--- src/design/pps_ram.sv ---
// Generic single-write, single-read RAM with registered read data
module pps_ram #(
  parameter int WIDTH = 8,
  parameter int DEPTH = 64
) (
  input  logic                     clk,
  input  logic                     we,
  input  logic [$clog2(DEPTH)-1:0] waddr,
  input  logic [WIDTH-1:0]         wdata,
  input  logic [$clog2(DEPTH)-1:0] raddr,
  output logic [WIDTH-1:0]         rdata
);

  logic [WIDTH-1:0] mem [DEPTH];

  // Write port
  always_ff @(posedge clk) begin
    if (we) begin
      mem[waddr] <= wdata;
    end
  end

  // Registered read port
  always_ff @(posedge clk) begin
    rdata <= mem[raddr];
  end

endmodule

--- config.mk ---
export PLATFORM = sky130hd
export DESIGN_NAME = pps_ram
export DESIGN_NICKNAME = d
export VERILOG_FILES = /design/src/design/pps_ram.sv
export SDC_FILE = /design/constraint.sdc
export NUM_CORES = 1
export LEC_CHECK = 0
export ABC_CLOCK_PERIOD_IN_PS = 3000
export BUFFER_PORTS_ARGS = -buffer_cell sky130_fd_sc_hd__buf_4
export CORE_ASPECT_RATIO = 1.1
export CORE_MARGIN = 3
export CORE_UTILIZATION = 42
export DETAILED_ROUTE_END_ITERATION = 10
export GPL_TIMING_DRIVEN = 0
export PLACE_DENSITY_LB_ADDON = 0.08
export SLEW_MARGIN = 20
export SYNTH_ARGS = -nofsm -noshare
export SYNTH_HDL_FRONTEND = slang
export SYNTH_SLANG_ARGS = --single-unit
--- constraint.sdc ---
create_clock -name clk -period 3 [get_ports clk]
set_clock_uncertainty 0.1 [all_clocks]
set_input_delay 0.3 -clock clk [delete_from_list [all_inputs] [get_ports clk]]
set_output_delay 0.3 -clock clk [all_outputs]
set_load 0.005 [all_outputs]
==> results of run 1 <==
## critical path, cell delays in order
cell and delay [ps]:
buf_4 180, buf_2 410, buf_1 930, mux4_2 450, o22ai_1 90, o21ai_0 470, o311ai_1 220, nand2_1 220
## worst max-delay path by stage
| stage | cells past startpoint | slack (ps) | from | end |
|---|---|---|---|---|
| floorplan | 7 | 930 | raddr[1] | rdata[3] |
| global placement | 8 | -410 | raddr[1] | rdata[7] |
| detailed placement | 8 | -400 | raddr[1] | rdata[7] |
| CTS | 8 | 230 | raddr[1] | rdata[7] |
| global route | 8 | 110 | raddr[1] | rdata[4] |
| finish | 8 | 90 | raddr[1] | rdata[7] |
## logic make-up (layout without fill, tap and decap cells)
kind of cell / Yosys count / count (layout)
DFF: 520 / 520
and+or+nand+nor: 153 / 153
muxes: 162 / 162
other: 0 / 3
AOI/OAI and AO/OA: 54 / 54
buffers and inverters: 51 / 173
## per-stage QoR
step | util [%] | area (um^2) | worst slack, ps | cells
6_report | 48.7 | 22900 | 95.0 | 1702
5_1_grt | 48.6 | 22900 | 112 | 1699
4_1_cts | 48.6 | 22900 | 231 | 1699
3_5_place_dp | 45.0 | 21100 | -398 | 1600
3_3_place_gp | 44.9 | 21100 | -410 | 1598
2_1_floorplan | - | 20200 | 932 | 940
## state kept, by name, indices dropped and copies added, names as in the netlist
signal	count
mem	512
rdata	8
## metal layers
layer  global-route usage, %  vias to the layer above  wire (um)
li1                        -                     4095          -
met1                    30.7                     5300      23700
met2                    32.6                      338      24600
met3                    2.81                       79       2700
met4                    6.23                        0       1280
met5                       0                        -          0
## placed cells by master, fill, tap and decap left out, types with 3 or more instances in the layout
cell type | netlist | routed
edfxtp_1 | 512 | 512
mux4_2 | 126 | 126
nor2_1 | 83 | 83
clkbuf_16 | 0 | 53
buf_4 | 13 | 36
clkbuf_1 | 17 | 29
mux2i_1 | 23 | 23
nand2_1 | 19 | 19
nor2b_1 | 14 | 14
mux2_2 | 13 | 13
nand3_1 | 13 | 13
buf_2 | 11 | 11
clkinv_1 | 0 | 11
clkinv_2 | 0 | 9
o221ai_1 | 8 | 8
o22ai_1 | 8 | 8
dfxtp_1 | 8 | 8
nand2b_1 | 7 | 7
bufinv_16 | 0 | 7
a221oi_1 | 6 | 6
nor3_1 | 7 | 5
buf_6 | 4 | 4
buf_1 | 4 | 4
a211oi_1 | 4 | 4
diode_2 | 0 | 3
nand3b_1 | 3 | 3
a21oi_1 | 3 | 3
a22oi_1 | 3 | 3
o2111ai_1 | 3 | 3
o2bb2ai_1 | 3 | 3
## timing repair
action	4_1_cts	5_1_grt
hold buffers	1	0
endpoints found under the hold margin	2	0
resized for setup	0	0
## area by class of cell
type / instances / area share (%)
clock inverter: 31 / 1.44
buffer: 51 / 1.38
antenna: 3 / 0.0328
timing repair buffer: 24 / 0.798
clock buffer: 67 / 6.11
multi-input combinational: 369 / 18.9
tap: 637 / 3.48
sequential: 520 / 67.9
## report_power, final
part           switching, uW  internal, uW
registers               14.0          8040
logic                    537           296
clock network           2740          3890
total                   3290         12200
==> flow_summary_export.csv, run 1 <==
group,metric,value,unit
worst_setup_path,crit_path_end_kind,"flip-flop",
sta,hold_viol,0,
yosys,synth_top_family_by_area,"multiplexers",
power_and_ir_drop,irDropWorstVdd,0.468,mV
clocking,clk-insertion-delay-late,600,ps
sta,min_period,2910,ps
hold_path,hold-path-endpoint,"mem[8][1]",
route,vias,9812,
route,wl_per_cell,30.7,um
worst_setup_path,worstReg2RegEnd,"rdata[6]",
yosys,syn_area,20200,um^2
power_and_ir_drop,pwr_density_cell,678,nW/um^2
worst_setup_path,setup.worst_path.class,"in2reg",
worst_setup_path,worstReg2RegStart,"mem[20][6]",
floorplanning,die_area,50700,um^2
yosys,synth_most_common_cell,"edfxtp_1",
yosys,synth.avg_cell_area,21.5,um^2
sta,timing.fmax,0.344,GHz
yosys,synthTopCellsByCount,"edfxtp_1 (512), mux4_2 (126), nor2_1 (83)",
clocking,clock_path_buffers,3,
grt,antenna_found_initial,3,
grt,grt_pass1_vias,9988,
placed_design,portBuffers,21,
floorplanning,core,47000,um^2
clocking,cts_tree,"built",
yosys,synthAdderAreaFrac,0,%
worst_setup_path,reg2reg_depth,5,
placed_design,place_congestion,0.835,
grt,grt_max_degree,65,
hold_path,hold_depth,1,
yosys,synth-compound-area-share,2.07,%
layout,nFillCells,3873,
route,dr.pass1.iters,7,
worst_setup_path,crit_path_max_fanout,10,
worst_setup_path,cp-start-kind,"input pin",
clocking,cts_setup_buffers,0,
layout,seq_area,15500,um^2
route,dr.first_iter.drc_count,957,
hold_path,hold_path_class,"in2reg",
yosys,synthFlopType,"edfxtp_1",
yosys,synth_top_area_share,76.2,%
power_and_ir_drop,power,15500,uW
floorplanning,pin_count,30,
worst_setup_path,arrival,3300,ps
route,wl,52.3,mm
clocking,cts_max_level,2,
yosys,syn_inst,940,
sta,final_max_slew_viol_count,0,
worst_setup_path,reg2reg_slack,660,ps
clocking,cts-root-buf,"clkbuf_16",
sta,setup-violations-final,0,
sta,rsz0062_at_grt,"no",
hold_path,holdCritStartpoint,"wdata[1]",
yosys,synth_warnings,0,
grt,grt-ovfl-total,0,
layout,nets,1040,
floorplanning,die_h,236,um
clocking,clkSinkCount,520,
yosys,synth_async_sr_flop_share,0,%
sta,fin_hold_ws,161,ps
yosys,ys_types,40,
yosys,synth_edf_count,512,
grt,grt_use_total,20.8,%
grt,grt_pass1_wl,74.5,mm
route,drc,0,
yosys,synthXorXnorAreaFrac,0,%
layout,layout-drive-gt1-share,25.5,%
route,vias_per_cell,5.76,
sta,min_period_over_period,96.8,%
sta,worst_slew_pin_slew,1190,ps
yosys,ys_seq_area_share,77.0,%
clocking,path_clk_slew,60,ps
floorplanning,num_rows,83,
yosys,syn_nets,962,
yosys,synth_area_leaders,"edfxtp_1 (76%), mux4_2 (14%), nor2_1 (1.5%)",
clocking,cts_made_buffers,52,
flow_run,maxCapViolations,0,
route,ant_nets,0,
floorplanning,dieWidth,215,um
yosys,synthMuxAreaShare,15.9,%
worst_setup_path,worstPathRequired,3400,ps
layout,areaGrowthSynthToFinish,13.5,%
layout,multi_input_area,4330,um^2
yosys,synth_seq_cells,520,
sta,fin_tns_setup,0,ps
yosys,synth_top_area_cell,"edfxtp_1",
run_status,outcome,"completed",
power_and_ir_drop,power_leakage,0.00709,uW
floorplanning,start_util,42.9,%
sta,slew_headroom,20.4,%
yosys,synth-simple-area-share,3.39,%
placed_design,hpwl,32.7,mm
No activity file was read; power rests on OpenSTA's default activity.
==> inputs of run 2 (changes only) <==
--- a/config.mk
+++ b/config.mk
@@ -5,14 +5,14 @@
 export SDC_FILE = /design/constraint.sdc
 export NUM_CORES = 1
 export LEC_CHECK = 0
-export ABC_CLOCK_PERIOD_IN_PS = 3000
+export ABC_CLOCK_PERIOD_IN_PS = 3500
 export BUFFER_PORTS_ARGS = -buffer_cell sky130_fd_sc_hd__buf_4
 export CORE_ASPECT_RATIO = 1.1
 export CORE_MARGIN = 3
 export CORE_UTILIZATION = 42
 export DETAILED_ROUTE_END_ITERATION = 10
 export GPL_TIMING_DRIVEN = 0
-export PLACE_DENSITY_LB_ADDON = 0.08
+export PLACE_DENSITY = 0.59
 export SLEW_MARGIN = 20
 export SYNTH_ARGS = -nofsm -noshare
 export SYNTH_HDL_FRONTEND = slang
==> constraint.sdc (replaced) <==
create_clock -name clk -period 3.5 [get_ports clk]
set_clock_uncertainty 0.1 [all_clocks]
set_input_delay 0.35 -clock clk [delete_from_list [all_inputs] [get_ports clk]]
set_output_delay 0.35 -clock clk [all_outputs]
set_load 0.005 [all_outputs]
==> run 2 against run 1 <==
  * Cell area fell by 0.12%
  * Via count decreased by 1.6%
  * Sequential cell count stayed put
  * First-iteration DRC count rose by 7.6%
  * Global-route usage is 1.3 points lower
  * Critical endpoint is now rdata[3]
  * Largest power group unchanged
==> flow_summary_export.csv, run 2 (synthesis results as in run 1) <==
group,metric,value,unit
clocking,cts_made_buffers,53,
clocking,hold_buffers,0,
sta,final_max_slew_viol_count,0,
layout,top_register,"mem",
clocking,cts_max_level,2,
hold_path,hold_path_class,"in2reg",
power_and_ir_drop,pwr_density_cell,578,nW/um^2
floorplanning,num_rows,83,
grt,grt_use_total,19.5,%
layout,areaGrowthSynthToFinish,13.4,%
hold_path,hold_depth,2,
route,drc,0,
route,ant_nets,0,
clocking,cts_tree,"built",
sta,min_period_over_period,77.7,%
worst_setup_path,reg2reg_slack,920,ps
grt,grt_pass1_wl,71.4,mm
hold_path,hold-path-endpoint,"rdata[5]",
sta,timing.fmax,0.368,GHz
flow_run,maxCapViolations,0,
worst_setup_path,reg2reg_depth,4,
route,dr.pass1.iters,7,
clocking,clkSinkCount,520,
sta,worst_slew_pin_slew,1140,ps
layout,fin_area,22900,um^2
floorplanning,core,47000,um^2
worst_setup_path,path_cells,"buf_2 > buf_4 > clkbuf_1 > buf_2 > o221ai_1 > o21a_1 > o41ai_1",
layout,nFillCells,3879,
floorplanning,die_area,50700,um^2
route,dr.first_iter.drc_count,1030,
layout,n_antenna_cell,0,
power_and_ir_drop,power_leakage,0.00708,uW
clocking,clk-insertion-delay-late,600,ps
grt,grt-ovfl-total,0,
layout,layout_common_cells,"edfxtp_1 (512), mux4_2 (126), nor2_1 (83), clkbuf_16 (55), buf_4 (34)",
floorplanning,start_util,42.9,%
placed_design,placed_area,21100,um^2
worst_setup_path,cp-start-kind,"input pin",
sta,min_period,2720,ps
clocking,cts_setup_buffers,0,
grt,grt_max_degree,65,
layout,layout_commonest_cell,"edfxtp_1",
clocking,path_clk_slew,60,ps
layout,largest_reg_flops,512,
sta,slew_headroom,22.2,%
run_status,outcome,"completed",
worst_setup_path,setup.worst_path.class,"in2reg",
worst_setup_path,max_stage_delay,660,ps
layout,layout-drive-gt1-share,25.6,%
sta,rsz0062_at_grt,"no",
layout,top_regs,"mem x512, rdata x8",
worst_setup_path,crit_path_max_fanout,10,
sta,setup-violations-final,0,
route,vias,9656,
worst_setup_path,critPathBufInv,4,
route,vias_per_cell,5.69,
worst_setup_path,arrival,3030,ps
placed_design,place_congestion,0.878,
power_and_ir_drop,irDropWorstVdd,0.308,mV
route,wl,48.8,mm
worst_setup_path,critPathSlowestCell,"o41ai_1",
worst_setup_path,critPathTopFamily,"buffers and inverters",
worst_setup_path,worstReg2RegStart,"mem[3][3]",
clocking,clock_path_buffers,3,
sta,fin_tns_setup,0,ps
floorplanning,pin_count,30,
clocking,post_cts_resized,0,
floorplanning,die_h,236,um
placed_design,hpwl,30.4,mm
worst_setup_path,worstPathRequired,3810,ps
grt,antenna_found_initial,2,
layout,nets,1038,
hold_path,holdCritStartpoint,"raddr[5]",
clocking,cts-root-buf,"clkbuf_16",
worst_setup_path,crit_path_end_kind,"flip-flop",
route,wl_per_cell,28.8,um
floorplanning,dieWidth,215,um
grt,grt_pass1_vias,9897,
worst_setup_path,worstReg2RegEnd,"rdata[3]",
sta,hold_viol,0,
placed_design,portBuffers,21,
worst_setup_path,cp_common_cell,"buf_2",
-- run 2: cell count changes in the layout (fill, tap and decap cells not counted), sizes merged --
cell         previous run  this run
clkbuf                 84        79
diode                   3         0
dlygate4sd3             1         0
bufinv                  7         6
clkinvlp                2         1
clkinv                 20        28
buf                    57        55
-- run 2: worst reg2reg max path: cells and delay by family (launching register included) --
| family | cells | cell delay (ps) |
|---|---|---|
| AO/OA/AOI/OAI | 2 | 1340 |
| flip-flops | 1 | 350 |
| multiplexers | 1 | 470 |
| AND/OR/NAND/NOR | 1 | 140 |
-- run 2: how the worst max path moves through the flow --
stage | start | endpoint | slack, ps | cells after the start
after floorplan | raddr[1] | rdata[3] | 1380 | 7
after global placement | raddr[1] | rdata[7] | 220 | 8
after detailed placement | raddr[1] | rdata[7] | 240 | 8
after CTS | raddr[1] | rdata[7] | 800 | 8
after global routing | raddr[1] | rdata[4] | 760 | 8
final | raddr[2] | rdata[3] | 780 | 7
-- run 2: routing by layer --
layer	global-route usage [%]	part of all wire, %	wire length (um)
met1	26.5	41	20100
met2	31.6	49	23800
met3	3.98	6.7	3250
met4	6.90	3.3	1610
met5	0	0.027	13
-- run 2: cell type report --
cell class | instances | area [um^2] | share of cell area (%)
timing repair buffer | 21 | 158 | 0.690
buffer | 51 | 317 | 1.38
clock buffer | 62 | 1400 | 6.13
multi-input combinational | 369 | 4330 | 18.9
sequential | 520 | 15500 | 67.9
clock inverter | 37 | 330 | 1.44
tap | 637 | 797 | 3.49
-- run 2: per-stage QoR --
step | std cells | util (%) | setup WS (ps) | hold WS (ps) | total power [uW]
floorplan | 940 | - | 1380 | 349 | 7400
global placement | 1598 | 44.9 | 224 | 630 | 7720
detailed placement | 1598 | 44.9 | 241 | 633 | 7730
CTS | 1697 | 48.6 | 801 | 2.98 | 13300
global route | 1697 | 48.6 | 757 | 22.1 | 13600
finish | 1697 | 48.6 | 781 | 43.0 | 13200
-- run 2: power by group --
group	internal (uW)	switching [uW]	total (uW)
clock network	3300	2320	5620
logic	252	437	690
registers	6890	12.8	6910
total	10400	2770	13200
==> inputs of run 3 (changes only) <==
--- a/config.mk
+++ b/config.mk
@@ -5,7 +5,8 @@
 export SDC_FILE = /design/constraint.sdc
 export NUM_CORES = 1
 export LEC_CHECK = 0
-export ABC_CLOCK_PERIOD_IN_PS = 3500
+export ABC_AREA = 1
+export ABC_CLOCK_PERIOD_IN_PS = 2700
 export BUFFER_PORTS_ARGS = -buffer_cell sky130_fd_sc_hd__buf_4
 export CORE_ASPECT_RATIO = 1.1
 export CORE_MARGIN = 3
==> constraint.sdc (replaced) <==
create_clock -name clk -period 2.7 [get_ports clk]
set_clock_uncertainty 0.1 [all_clocks]
set_input_delay 0.27 -clock clk [delete_from_list [all_inputs] [get_ports clk]]
set_output_delay 0.27 -clock clk [all_outputs]
set_load 0.005 [all_outputs]
==> run 3 against run 2 <==
  * Routed wire length is 29% higher
  * First-iteration DRC count rose by 60%
  * Synthesized cell count increased by 92%
  * Core utilization fell by 0.75 points
  * Largest cell class unchanged
  * Die area is 5.7% higher
  * Non-clock buffer count grew 70
  * Final cell count is 53% higher
  * Synthesized area grew 5.8%
  * Clock power is 21% higher
  * Clock-buffer cell count rose by 16
  * Combinational power grew 75%
  * Cell area increased by 4.9%
==> flow_summary_export.csv, run 3 <==
group,metric,value,unit
worst_setup_path,reg2reg_slack,1150,ps
layout,top_register,"mem",
layout,layout_commonest_cell,"nand2_1",
hold_path,hold_path_class,"in2reg",
sta,min_period,2510,ps
yosys,synth_most_common_cell,"nand2_1",
worst_setup_path,worstReg2RegStart,"mem[23][1]",
sta,postLayoutSetupSlackWorst,192,ps
floorplanning,num_rows,86,
route,dr.pass1.iters,5,
power_and_ir_drop,irDropWorstVdd,0.450,mV
grt,grt_use_total,23.2,%
layout,multi_input_area,5000,um^2
route,wl_per_cell,24.4,um
sta,worst_slew_pin_slew,938,ps
sta,fin_hold_ws,104,ps
placed_design,placedCellCount,2494,
placed_design,placed_area,22400,um^2
yosys,syn_inst,1805,
yosys,synth_edf_count,512,
floorplanning,die_area,53600,um^2
power_and_ir_drop,pwr_density_cell,707,nW/um^2
hold_path,holdCritStartpoint,"raddr[5]",
yosys,ys_seq_area_share,72.8,%
clocking,clkSinkCount,520,
clocking,cts-root-buf,"clkbuf_16",
worst_setup_path,worstReg2RegEnd,"rdata[1]",
clocking,cts_made_buffers,51,
layout,largest_reg_flops,512,
yosys,synth_top_area_share,72.0,%
placed_design,place_congestion,0.882,
yosys,synth_async_sr_flop_share,0,%
sta,timing.fmax,0.399,GHz
power_and_ir_drop,power_leakage,0.00862,uW
run_status,outcome,"completed",
sta,rsz0062_at_grt,"no",
layout,fin_cells,2589,
route,vias_per_cell,5.52,
layout,fin_area,24000,um^2
clocking,cts_setup_buffers,0,
clocking,clk-insertion-delay-late,610,ps
grt,antenna_found_initial,2,
yosys,synth_top_area_cell,"edfxtp_1",
route,ant_nets,0,
floorplanning,pin_count,30,
sta,final_max_slew_viol_count,0,
placed_design,hpwl,42.1,mm
yosys,ys_types,16,
yosys,synth_area_leaders,"edfxtp_1 (72%), nand2_1 (11%), nand3_1 (10%)",
clocking,clock_path_buffers,3,
clocking,post_cts_resized,0,
sta,min_period_over_period,92.9,%
yosys,synthTopCellsByCount,"nand2_1 (648), edfxtp_1 (512), nand3_1 (439)",
layout,areaGrowthSynthToFinish,12.4,%
floorplanning,start_util,42.6,%
yosys,synth_seq_cells,520,
sta,setup-violations-final,0,
grt,grt_pass1_wl,91.9,mm
sta,slew_headroom,37.2,%
layout,final_util,47.8,%
route,dr.first_iter.drc_count,1650,
sta,hold_viol,0,
worst_setup_path,crit_path_end_kind,"flip-flop",
grt,grt-ovfl-total,0,
layout,seq_area,15500,um^2
floorplanning,core,50100,um^2
route,vias,14300,
worst_setup_path,reg2reg_depth,8,
clocking,cts_max_level,2,
hold_path,hold-path-endpoint,"rdata[7]",
layout,nets,1909,
yosys,synth_warnings,0,
worst_setup_path,arrival,2620,ps
clocking,cts_tree,"built",
worst_setup_path,setup.worst_path.class,"in2reg",
layout,layout-drive-gt1-share,10.0,%
placed_design,dp_slack,-291,ps
worst_setup_path,cp-start-kind,"input pin",
placed_design,portBuffers,21,
hold_path,hold_depth,3,
clocking,hold_buffers,0,
route,drc,0,
yosys,synthFlopType,"edfxtp_1",
flow_run,maxCapViolations,0,
yosys,syn_area,21300,um^2
clocking,path_clk_slew,60,ps
yosys,synth.avg_cell_area,11.8,um^2
yosys,syn_nets,1827,
worst_setup_path,worstPathRequired,2820,ps
worst_setup_path,crit_path_max_fanout,9,
layout,top_regs,"mem x512, rdata x8",
layout,layout_common_cells,"nand2_1 (648), edfxtp_1 (512), nand3_1 (439), nor2_1 (56), clkbuf_16 (52)",
floorplanning,dieWidth,221,um
grt,grt_max_degree,65,
layout,nFillCells,4588,
route,wl,63.1,mm
grt,grt_pass1_vias,13693,
floorplanning,die_h,242,um
[run 3: cell count changes after synthesis, sizes merged, moves of 8 or more]
cell | previous run | this run
nor2 | 83 | 56
buf | 34 | 98
mux4 | 126 | 0
o22ai | 8 | 0
nand2 | 19 | 648
nand3 | 13 | 439
mux2i | 23 | 0
o221ai | 8 | 0
mux2 | 13 | 0
nor2b | 14 | 0
inv | 0 | 12
[run 3: cell type report]
type | instances | share of cell area [%]
diodes | 1 | 0.0104
plain buffers | 113 | 3.37
clock buffers | 78 | 5.91
clock inverters | 16 | 0.610
inverters | 12 | 0.209
multi-input cells | 1160 | 20.8
flip-flops and latches | 520 | 64.7
well taps | 660 | 3.44
repair buffers | 29 | 0.876
[run 3: logic make-up after synthesis]
kind of cell           Yosys count  share of synthesized area [%]
buffers and inverters          125                           4.02
DFF                            520                           72.8
and+or+nand+nor               1160                           23.2
[run 3: worst max-delay path, cell delays in order]
cell and delay [ps]:
clkbuf_1 230, inv_1 340, nand4_1 780, nor2_1 990
[run 3: through the flow]
step,total power (uW),setup TNS [ps]
6_report,17000,0
5_1_grt,17400,0
4_1_cts,17000,0
3_5_place_dp,10300,-42620
3_3_place_gp,10300,-17280
2_1_floorplan,9750,0
[run 3: worst max path at each step]
stage / start / to
finish: waddr[0] / mem[28][7]
floorplan: we / mem[48][0]
global route: waddr[1] / mem[13][6]
CTS: waddr[0] / mem[28][7]
global placement: we / mem[52][1]
detailed placement: waddr[1] / mem[21][3]
[run 3: report_power, final]
group | total (uW) | internal, uW | switching, uW
sequential | 8950 | 8940 | 16.7
clock | 6790 | 3820 | 2970
combinational | 1210 | 315 | 897
[run 3: metal layers]
metal  global-route usage, %  up-vias  wire [um]
met1                    31.5     7068      25700
met3                    3.57      111       4740
li1                        -     6530          -
met2                    38.4      589      30300
met5                       0        -         14
met4                    7.86        2       2330
